File: src/hw/rtl/bsr_pkg.sv
// Shared command, status and transaction types for the bounded stack with rotate.
package bsr_pkg;

   // Command codes carried in the request tuser field.
   localparam logic [2:0] CMD_PUSH = 3'd0;
   localparam logic [2:0] CMD_POP  = 3'd1;
   localparam logic [2:0] CMD_PEEK = 3'd2;
   localparam logic [2:0] CMD_DUP  = 3'd3;
   localparam logic [2:0] CMD_ROTR = 3'd4;
   localparam logic [2:0] CMD_ROTL = 3'd5;
   localparam logic [2:0] CMD_SWAP = 3'd6;

   // Status codes returned with every response.
   localparam logic [1:0] ST_OK       = 2'd0;
   localparam logic [1:0] ST_OVERFLOW = 2'd1;
   localparam logic [1:0] ST_EMPTY    = 2'd2;
   localparam logic [1:0] ST_BADN     = 2'd3;

   typedef struct packed {
      logic [2:0]  cmd;
      logic [31:0] value;
      logic [4:0]  count;
   } req_type;

   typedef struct packed {
      logic [31:0] data;
      logic [1:0]  status;
      logic [4:0]  fill;
   } rsp_type;

endpackage

File: src/hw/rtl/bsr_ram.sv
// Generic single write port, single read port RAM with a registered read.
module bsr_ram #(
   parameter int DATA_W = 32,
   parameter int DEPTH  = 16,
   localparam int ADDR_W = $clog2(DEPTH)
) (
   input  logic              clock,
   input  logic              wr_en,
   input  logic [ADDR_W-1:0] wr_addr,
   input  logic [DATA_W-1:0] wr_data,
   input  logic              rd_en,
   input  logic [ADDR_W-1:0] rd_addr,
   output logic [DATA_W-1:0] rd_data
);

   logic [DATA_W-1:0] mem_ff [DEPTH];
   logic [DATA_W-1:0] rd_data_ff;

   always_ff @(posedge clock) begin
      if (wr_en) begin
         mem_ff[wr_addr] <= wr_data;
      end
      if (rd_en) begin
         rd_data_ff <= mem_ff[rd_addr];
      end
   end

   assign rd_data = rd_data_ff;

endmodule

File: src/hw/rtl/bsr_seq.sv
// Command sequencer: fill count, memory read-modify-write and the rotate loop.
module bsr_seq #(
   parameter int DEPTH = 16,
   parameter int WIDTH = 32,
   localparam int AW = $clog2(DEPTH)
) (
   input  logic             clock,
   input  logic             reset,
   input  logic [4:0]       max_depth,
   input  logic             start,
   input  bsr_pkg::req_type req,
   output logic             idle,
   input  logic             rsp_free,
   output logic             rsp_load,
   output bsr_pkg::rsp_type rsp,
   output logic             ram_wr_en,
   output logic [AW-1:0]    ram_wr_addr,
   output logic [WIDTH-1:0] ram_wr_data,
   output logic             ram_rd_en,
   output logic [AW-1:0]    ram_rd_addr,
   input  logic [WIDTH-1:0] ram_rd_data
);

   localparam int UW = $clog2(DEPTH + 1);
   localparam int LW = (UW > 5) ? UW : 5;

   localparam logic [2:0] S_IDLE   = 3'd0;
   localparam logic [2:0] S_READ   = 3'd1;
   localparam logic [2:0] S_ROT    = 3'd2;
   localparam logic [2:0] S_ROTEND = 3'd3;
   localparam logic [2:0] S_DONE   = 3'd4;

   logic [2:0]       state_ff, state_in;
   logic [UW-1:0]    used_ff, used_in;
   logic [31:0]      data_ff, data_in;
   logic [1:0]       status_ff, status_in;
   logic             dup_ff, dup_in;
   logic             right_ff, right_in;
   logic             first_ff, first_in;
   logic [AW-1:0]    cur_ff, cur_in;
   logic [AW-1:0]    left_ff, left_in;
   logic [WIDTH-1:0] keep_ff, keep_in;

   logic [LW-1:0] used_lw, lim, nreq;
   logic [4:0]    n5;
   logic          full, empty, bad_n;
   logic [AW-1:0] top_a, low_a, prev_a, next_a;

   always_comb begin
      n5      = (req.cmd == bsr_pkg::CMD_SWAP) ? 5'd2 : req.count;
      nreq    = LW'(n5);
      used_lw = LW'(used_ff);
      lim     = (LW'(max_depth) > LW'(DEPTH)) ? LW'(DEPTH) : LW'(max_depth);
      full    = used_lw >= lim;
      empty   = (used_ff == '0);
      bad_n   = (n5 == 5'd0) || (nreq > used_lw);
      top_a   = AW'(used_lw - LW'(1));
      low_a   = AW'(used_lw - nreq);
      // Right rotate walks downward from the top, left rotate walks upward.
      prev_a  = right_ff ? AW'(cur_ff + AW'(1)) : AW'(cur_ff - AW'(1));
      next_a  = right_ff ? AW'(cur_ff - AW'(1)) : AW'(cur_ff + AW'(1));
   end

   always_comb begin
      state_in    = state_ff;
      used_in     = used_ff;
      data_in     = data_ff;
      status_in   = status_ff;
      dup_in      = dup_ff;
      right_in    = right_ff;
      first_in    = first_ff;
      cur_in      = cur_ff;
      left_in     = left_ff;
      keep_in     = keep_ff;
      ram_wr_en   = 1'b0;
      ram_wr_addr = cur_ff;
      ram_wr_data = keep_ff;
      ram_rd_en   = 1'b0;
      ram_rd_addr = cur_ff;
      rsp_load    = 1'b0;

      case (state_ff)
         S_IDLE: begin
            if (start) begin
               data_in   = '0;
               status_in = bsr_pkg::ST_OK;
               state_in  = S_DONE;
               case (req.cmd)
                  bsr_pkg::CMD_PUSH: begin
                     if (full) begin
                        status_in = bsr_pkg::ST_OVERFLOW;
                     end else begin
                        ram_wr_en   = 1'b1;
                        ram_wr_addr = AW'(used_ff);
                        ram_wr_data = WIDTH'(64'(req.value));
                        used_in     = UW'(used_ff + UW'(1));
                     end
                  end
                  bsr_pkg::CMD_POP, bsr_pkg::CMD_PEEK: begin
                     if (empty) begin
                        status_in = bsr_pkg::ST_EMPTY;
                     end else begin
                        ram_rd_en   = 1'b1;
                        ram_rd_addr = top_a;
                        dup_in      = 1'b0;
                        state_in    = S_READ;
                        if (req.cmd == bsr_pkg::CMD_POP) begin
                           used_in = UW'(used_ff - UW'(1));
                        end
                     end
                  end
                  bsr_pkg::CMD_DUP: begin
                     if (empty) begin
                        status_in = bsr_pkg::ST_EMPTY;
                     end else if (full) begin
                        status_in = bsr_pkg::ST_OVERFLOW;
                     end else begin
                        ram_rd_en   = 1'b1;
                        ram_rd_addr = top_a;
                        dup_in      = 1'b1;
                        state_in    = S_READ;
                     end
                  end
                  bsr_pkg::CMD_ROTR, bsr_pkg::CMD_ROTL, bsr_pkg::CMD_SWAP: begin
                     if (bad_n) begin
                        status_in = bsr_pkg::ST_BADN;
                     end else if (n5 != 5'd1) begin
                        right_in    = (req.cmd != bsr_pkg::CMD_ROTL);
                        cur_in      = (req.cmd != bsr_pkg::CMD_ROTL) ? top_a : low_a;
                        ram_rd_en   = 1'b1;
                        ram_rd_addr = cur_in;
                        left_in     = AW'(nreq - LW'(1));
                        first_in    = 1'b1;
                        state_in    = S_ROT;
                     end
                  end
                  default: begin
                  end
               endcase
            end
         end
         S_READ: begin
            if (dup_ff) begin
               ram_wr_en   = 1'b1;
               ram_wr_addr = AW'(used_ff);
               ram_wr_data = ram_rd_data;
               used_in     = UW'(used_ff + UW'(1));
            end else begin
               data_in = 32'(64'(ram_rd_data));
            end
            state_in = S_DONE;
         end
         S_ROT: begin
            // The first word read is held aside; every later word moves one
            // place toward the start of the walk.
            first_in = 1'b0;
            if (first_ff) begin
               keep_in = ram_rd_data;
            end else begin
               ram_wr_en   = 1'b1;
               ram_wr_addr = prev_a;
               ram_wr_data = ram_rd_data;
            end
            if (left_ff != '0) begin
               ram_rd_en   = 1'b1;
               ram_rd_addr = next_a;
               cur_in      = next_a;
               left_in     = AW'(left_ff - AW'(1));
            end else begin
               state_in = S_ROTEND;
            end
         end
         S_ROTEND: begin
            ram_wr_en   = 1'b1;
            ram_wr_addr = cur_ff;
            ram_wr_data = keep_ff;
            state_in    = S_DONE;
         end
         S_DONE: begin
            if (rsp_free) begin
               rsp_load = 1'b1;
               state_in = S_IDLE;
            end
         end
         default: begin
            state_in = S_IDLE;
         end
      endcase
   end

   always_ff @(posedge clock) begin
      if (reset) begin
         state_ff <= S_IDLE;
         used_ff  <= '0;
      end else begin
         state_ff <= state_in;
         used_ff  <= used_in;
      end
   end

   always_ff @(posedge clock) begin
      data_ff   <= data_in;
      status_ff <= status_in;
      dup_ff    <= dup_in;
      right_ff  <= right_in;
      first_ff  <= first_in;
      cur_ff    <= cur_in;
      left_ff   <= left_in;
      keep_ff   <= keep_in;
   end

   assign idle = (state_ff == S_IDLE);

   always_comb begin
      rsp.data   = data_ff;
      rsp.status = status_ff;
      rsp.fill   = 5'(used_ff);
   end

endmodule

File: src/hw/rtl/bounded_stack_with_rotate.sv
// Top level of the bounded stack with rotate: channels, limit register and response register.
//
// Usage: each request transaction carries one command (push, pop, peek, duplicate,
// rotate right, rotate left, swap) and produces exactly one response transaction
// with the word read, a status code and the fill count after the command.
// The csr channel writes the depth limit; it is always ready and should only be
// written while no command is in flight. Values above DEPTH act as DEPTH.
// Flow: a command is taken only while the sequencer is idle. Push, overflow,
// empty and bad-count cases go straight from idle to the done state; pop, peek and
// duplicate pass through a read state because the stack word comes from the memory's
// registered read port; a rotate over two or more entries reads them one at a time,
// holds the first aside, writes each later one a place back, then writes the held word.
// The finished response is loaded into the output register once that register is free.
// Reset (synchronous, active high) empties the stack and sets the limit to 16;
// the memory contents are not cleared. When the receiver stalls, the finished
// response waits in the output register while the next command is processed;
// that command's result then waits inside the sequencer until the register frees.
module bounded_stack_with_rotate #(
   parameter int DEPTH = 16,
   parameter int WIDTH = 32
) (
   input  logic        clock,
   input  logic        reset,
   // Request channel.
   input  logic        req_tvalid,
   output logic        req_tready,
   input  logic [39:0] req_tdata,   // value [31:0], count [36:32], zero pad [39:37]
   input  logic [2:0]  req_tuser,   // cmd [2:0]
   // Response channel.
   output logic        rsp_tvalid,
   input  logic        rsp_tready,
   output logic [39:0] rsp_tdata,   // data [31:0], status [33:32], fill [38:34], zero pad [39]
   // Limit register write channel.
   input  logic        csr_valid,
   output logic        csr_ready,
   input  logic [4:0]  csr_data     // max_depth [4:0]
);

   localparam int AW = $clog2(DEPTH);

   logic [4:0]       max_depth_ff;
   logic             rsp_tvalid_ff;
   bsr_pkg::rsp_type rsp_ff;

   bsr_pkg::req_type req;
   bsr_pkg::rsp_type rsp;
   logic             idle, start, rsp_free, rsp_load;

   logic             ram_wr_en, ram_rd_en;
   logic [AW-1:0]    ram_wr_addr, ram_rd_addr;
   logic [WIDTH-1:0] ram_wr_data, ram_rd_data;

   always_comb begin
      req.cmd   = req_tuser;
      req.value = req_tdata[31:0];
      req.count = req_tdata[36:32];
   end

   assign req_tready = idle;
   assign start      = req_tvalid && idle;
   assign csr_ready  = 1'b1;

   // The output register is free when empty or being drained this cycle.
   assign rsp_free = !rsp_tvalid_ff || rsp_tready;

   always_ff @(posedge clock) begin
      if (reset) begin
         max_depth_ff  <= 5'd16;
         rsp_tvalid_ff <= 1'b0;
      end else begin
         if (csr_valid) begin
            max_depth_ff <= csr_data;
         end
         if (rsp_load) begin
            rsp_tvalid_ff <= 1'b1;
         end else if (rsp_tready) begin
            rsp_tvalid_ff <= 1'b0;
         end
      end
   end

   always_ff @(posedge clock) begin
      if (rsp_load) begin
         rsp_ff <= rsp;
      end
   end

   assign rsp_tvalid = rsp_tvalid_ff;
   assign rsp_tdata  = {1'b0, rsp_ff.fill, rsp_ff.status, rsp_ff.data};

   bsr_seq #(
      .DEPTH (DEPTH),
      .WIDTH (WIDTH)
   ) u_seq (
      .clock       (clock),
      .reset       (reset),
      .max_depth   (max_depth_ff),
      .start       (start),
      .req         (req),
      .idle        (idle),
      .rsp_free    (rsp_free),
      .rsp_load    (rsp_load),
      .rsp         (rsp),
      .ram_wr_en   (ram_wr_en),
      .ram_wr_addr (ram_wr_addr),
      .ram_wr_data (ram_wr_data),
      .ram_rd_en   (ram_rd_en),
      .ram_rd_addr (ram_rd_addr),
      .ram_rd_data (ram_rd_data)
   );

   bsr_ram #(
      .DATA_W (WIDTH),
      .DEPTH  (DEPTH)
   ) u_ram (
      .clock   (clock),
      .wr_en   (ram_wr_en),
      .wr_addr (ram_wr_addr),
      .wr_data (ram_wr_data),
      .rd_en   (ram_rd_en),
      .rd_addr (ram_rd_addr),
      .rd_data (ram_rd_data)
   );

endmodule
File: config.mk
export PLATFORM = sky130hd
export DESIGN_NAME = bounded_stack_with_rotate
export DESIGN_NICKNAME = d
export VERILOG_FILES = /design/src/hw/rtl/bsr_pkg.sv /design/src/hw/rtl/bsr_ram.sv /design/src/hw/rtl/bsr_seq.sv /design/src/hw/rtl/bounded_stack_with_rotate.sv
export SDC_FILE = /design/constraint.sdc
export NUM_CORES = 1
export LEC_CHECK = 0
export ABC_AREA = 1
export BUFFER_PORTS_ARGS = -buffer_cell sky130_fd_sc_hd__buf_4
export CAP_MARGIN = 25
export CORE_UTILIZATION = 50
export DETAILED_ROUTE_END_ITERATION = 6
export MAX_ROUTING_LAYER = met4
export PLACE_DENSITY = 0.7
export SYNTH_ARGS = -nofsm -noshare
export SYNTH_HDL_FRONTEND = slang
export SYNTH_SLANG_ARGS = --single-unit
File: constraint.sdc
create_clock -name clock -period 5.77 [get_ports clock]
set_clock_uncertainty 0.2 [all_clocks]
set_input_delay 1.154 -clock clock [delete_from_list [all_inputs] [get_ports clock]]
set_output_delay 1.154 -clock clock [all_outputs]
set_load 0.01 [all_outputs]
==> impl_metrics.toml <==
[layout]
seq_area_um2 = 20100
multiInputGateArea_um2 = 7170
antennaDiodeCount = 0
fin_util_pct = 57.5
fillers = 4462
layoutNonFillerInstCount = 3311
drive_gt1_share_pct = 12.2
area_growth_pct = 13.7
nNetsFinal = 2578

[sta]
fin_tns_setup_ns = 0
worst_slew_pin_slew_ns = 1.11
slew_viol_final = 0
setup_viol = 0
period_share_pct = 91.0
rsz0062_at_grt = "false"
min_period_ns = 5.25
fmax_mhz = 190
slew_headroom_pct = 25.9
finalHoldViolCount = 0
setup_slack_ns = 0.518

[power_and_ir_drop]
p_switching_mw = 6.96
p_sw_share_pct = 38.9
pwr-share-comb_pct = 39.7
p_clk_share_pct = 22.8
p_int_mw = 10.9
seqPwrFrac_pct = 37.4
p_leak_nw = 12.1
power.density_nw_per_um2 = 553
peakVddDrop_mv = 0.397

[drt]
first_pass_iters = 7
wl_per_cell_um = 21.6
ant_nets = 0
vias = 19300
drt_iter0_markers = 2309
wl_mm = 71.4
vias_per_cell = 5.84
drc_errors = 1

[synthesis]
synth_area_leaders = "edfxtp_1 70%, nand3_1 12%, nand2_1 7.1%"
ys_ff_latch = 674
syn_nets = 2485
syn_area_um2 = 28400
synthTopCellsByCount = "660 x edfxtp_1, 657 x nand3_1, 540 x nand2_1"
synthSimpleGateAreaFrac_pct = 20.5
synth_fa_ha_area_share_pct = 0.862
synth_edf_count = 660
synth_mux_area_share_pct = 0.0352
synthFlopType = "edfxtp_1"
yosys_warnings = 0
yosysSeqAreaShare_pct = 70.7
synth_largest_area_cell = "edfxtp_1"
synthMostInstantiatedCell = "edfxtp_1"
syn_avg_cell_area_um2 = 11.8
ys_types = 51
synth_top_area_share_pct = 69.7
postSynthCellCount = 2413
synth_top_family_by_area = "simple AND/OR/NAND/NOR gates"
synthArstFlopShare_pct = 0
synth_compound_area_share_pct = 2.63
synth-xor-area-share_pct = 0.462

[worst_setup_path]
cp_data_required_time_ns = 5.79
cpMostUsedCell = "nand2_1"
arrival_ns = 5.28
crit_path_max_incr_delay_ns = 0.61
crit_fanout = 32
endpoint_kind = "flip-flop"
worstPathCellList = "o41ai_1 > nand2_1 > ha_1 > nand2_1 > nor2_1 > a22oi_1 > nand2_1 > inv_1 > nand3_2 > a21oi_1 > nand2_1 > a221oi_1 > inv_1 > nor2_1 > nand2_1 > nor2_4 > buf_4"
worst_path_max_delay_cell = "buf_4"
crit_family = "compound AO/OA/AOI/OAI gates"
worstSetupPathType = "flip-flop to flip-flop"
cp_num_buf_inv = 3
start_kind = "flip-flop"

[cts]
numCtsBuffers = 67
cts_buffer_depth = 3
cts-root-buf = "clkbuf_16"
clkSinkCount = 674
hold_buffers = 0
clk_pin_slew_worst_paths_ns = 0.06
h-tree-depth = 3
cts_repair_resize_count = 0
cts_tree = "done"
insertion_delay_ns = 0.61
cts_setup_buffers = 0

[die]
die_h_um = 241
io_pins = 96
die-area_um2 = 57900
coreArea_um2 = 56300
die_x_um = 241
initial_utilization_pct = 50.5
row_count = 87

[global_route]
grt.overflow.total = 0
grt_pass1_vias = 18600
antenna_found_initial = 1
grtUsageTotal_pct = 25.7
grt_max_degree = 151
grt_pass1_wl_mm = 108

[min_path]
hp-class = "flip-flop to flip-flop"

[placed_design]
place_inst = 3176
dp_hpwl_mm = 38.7
io_buffers = 90
place.gp.congestion = 0.874
pre_cts_ws_ns = 0.569

[status]
violations = "DRC"
status = "complete, but fails checks"

[job]
drv_cap = 0
-- routing by layer --
| layer | part of all wire (%) | GRT usage [%] |
|---|---|---|
| met1 | 40 | 33.3 |
| met2 | 48 | 40.8 |
| met3 | 9.1 | 3.95 |
| met4 | 3.3 | 10.5 |
| met5 | 0 | - |
-- power by group through the flow --
| stage | Clock [mW] | Sequential [mW] | Combinational (mW) |
|---|---|---|---|
| after floorplan | 0 | 6.79 | 4.82 |
| after global placement | 0 | 6.80 | 6.69 |
| after detailed placement | 0 | 6.80 | 6.92 |
| after CTS | 4.14 | 6.70 | 6.97 |
| after global routing | 4.31 | 6.72 | 7.81 |
| final | 4.08 | 6.69 | 7.11 |
-- metrics by stage --
stage | hold slack (ns) | cell area (µm²) | power (mW)
2_1_floorplan | 0.200 | 28400 | 11.6
3_3_place_gp | 0.201 | 30100 | 13.5
3_5_place_dp | 0.206 | 30200 | 13.7
4_1_cts | 0.216 | 32200 | 17.8
5_1_grt | 0.224 | 32300 | 18.8
6_report | 0.213 | 32300 | 17.9
-- flip-flops by register name, indices dropped and copies added, names as in the netlist --
| name | cells |
|---|---|
| max_depth_ff | 5 |
| rsp_tdata | 39 |
| u_seq.dup_ff | 1 |
| u_seq.used_ff | 5 |
| u_seq.status_ff | 2 |
| u_seq.first_ff | 1 |
| u_seq.data_ff | 32 |
| u_seq.keep_ff | 32 |
| u_seq.right_ff | 1 |
| u_seq.left_ff | 4 |
| u_seq.state_ff | 3 |
| u_ram.mem_ff | 512 |
| u_ram.rd_data | 32 |
| u_seq.cur_ff | 4 |
| rsp_tvalid | 1 |
-- cell usage in the layout, fill, tap and decap left out, drive strengths merged, types with 3 or more instances in the layout --
| cell type | n |
|---|---|
| a211oi | 3 |
| a21oi | 20 |
| a22oi | 3 |
| buf | 173 |
| clkbuf | 90 |
| clkinv | 25 |
| dfxtp | 14 |
| edfxtp | 660 |
| ha | 18 |
| inv | 135 |
| nand2 | 545 |
| nand3 | 660 |
| nor2 | 97 |
| nor3 | 3 |
| o21ai | 34 |
| o221ai | 33 |
| o22ai | 3 |
| xnor2 | 4 |
| xor2 | 11 |
-- kinds of logic after synthesis --
kind of cell,count (synthesis)
other cells,2
xor+xnor,15
flops,674
compound gates,108
simple gates,1311
mux,1
fa+ha+maj,19
buf+inv,283
-- area by class of cell --
class,count,area share (%)
sequential,674,62.1
multi-input combinational,1456,22.2
clock buffer,90,5.61
timing repair buffer,173,4.94
tap,756,2.92
inverter,134,1.55
clock inverter,28,0.650
-- path summary, 6_finish.rpt --
kind	from	slack, ns	endpoint	cells past startpoint
hold reg to reg	u_seq.data_ff[0]	0.21	rsp_tdata[0]	0
setup reg to reg	max_depth_ff[1]	0.52	u_ram.mem_ff[8][28]	17
hold / removal	u_seq.data_ff[0]	0.21	rsp_tdata[0]	0
setup / recovery	max_depth_ff[1]	0.52	u_ram.mem_ff[8][28]	17
Note: power is estimated with default switching activity, not from simulation.
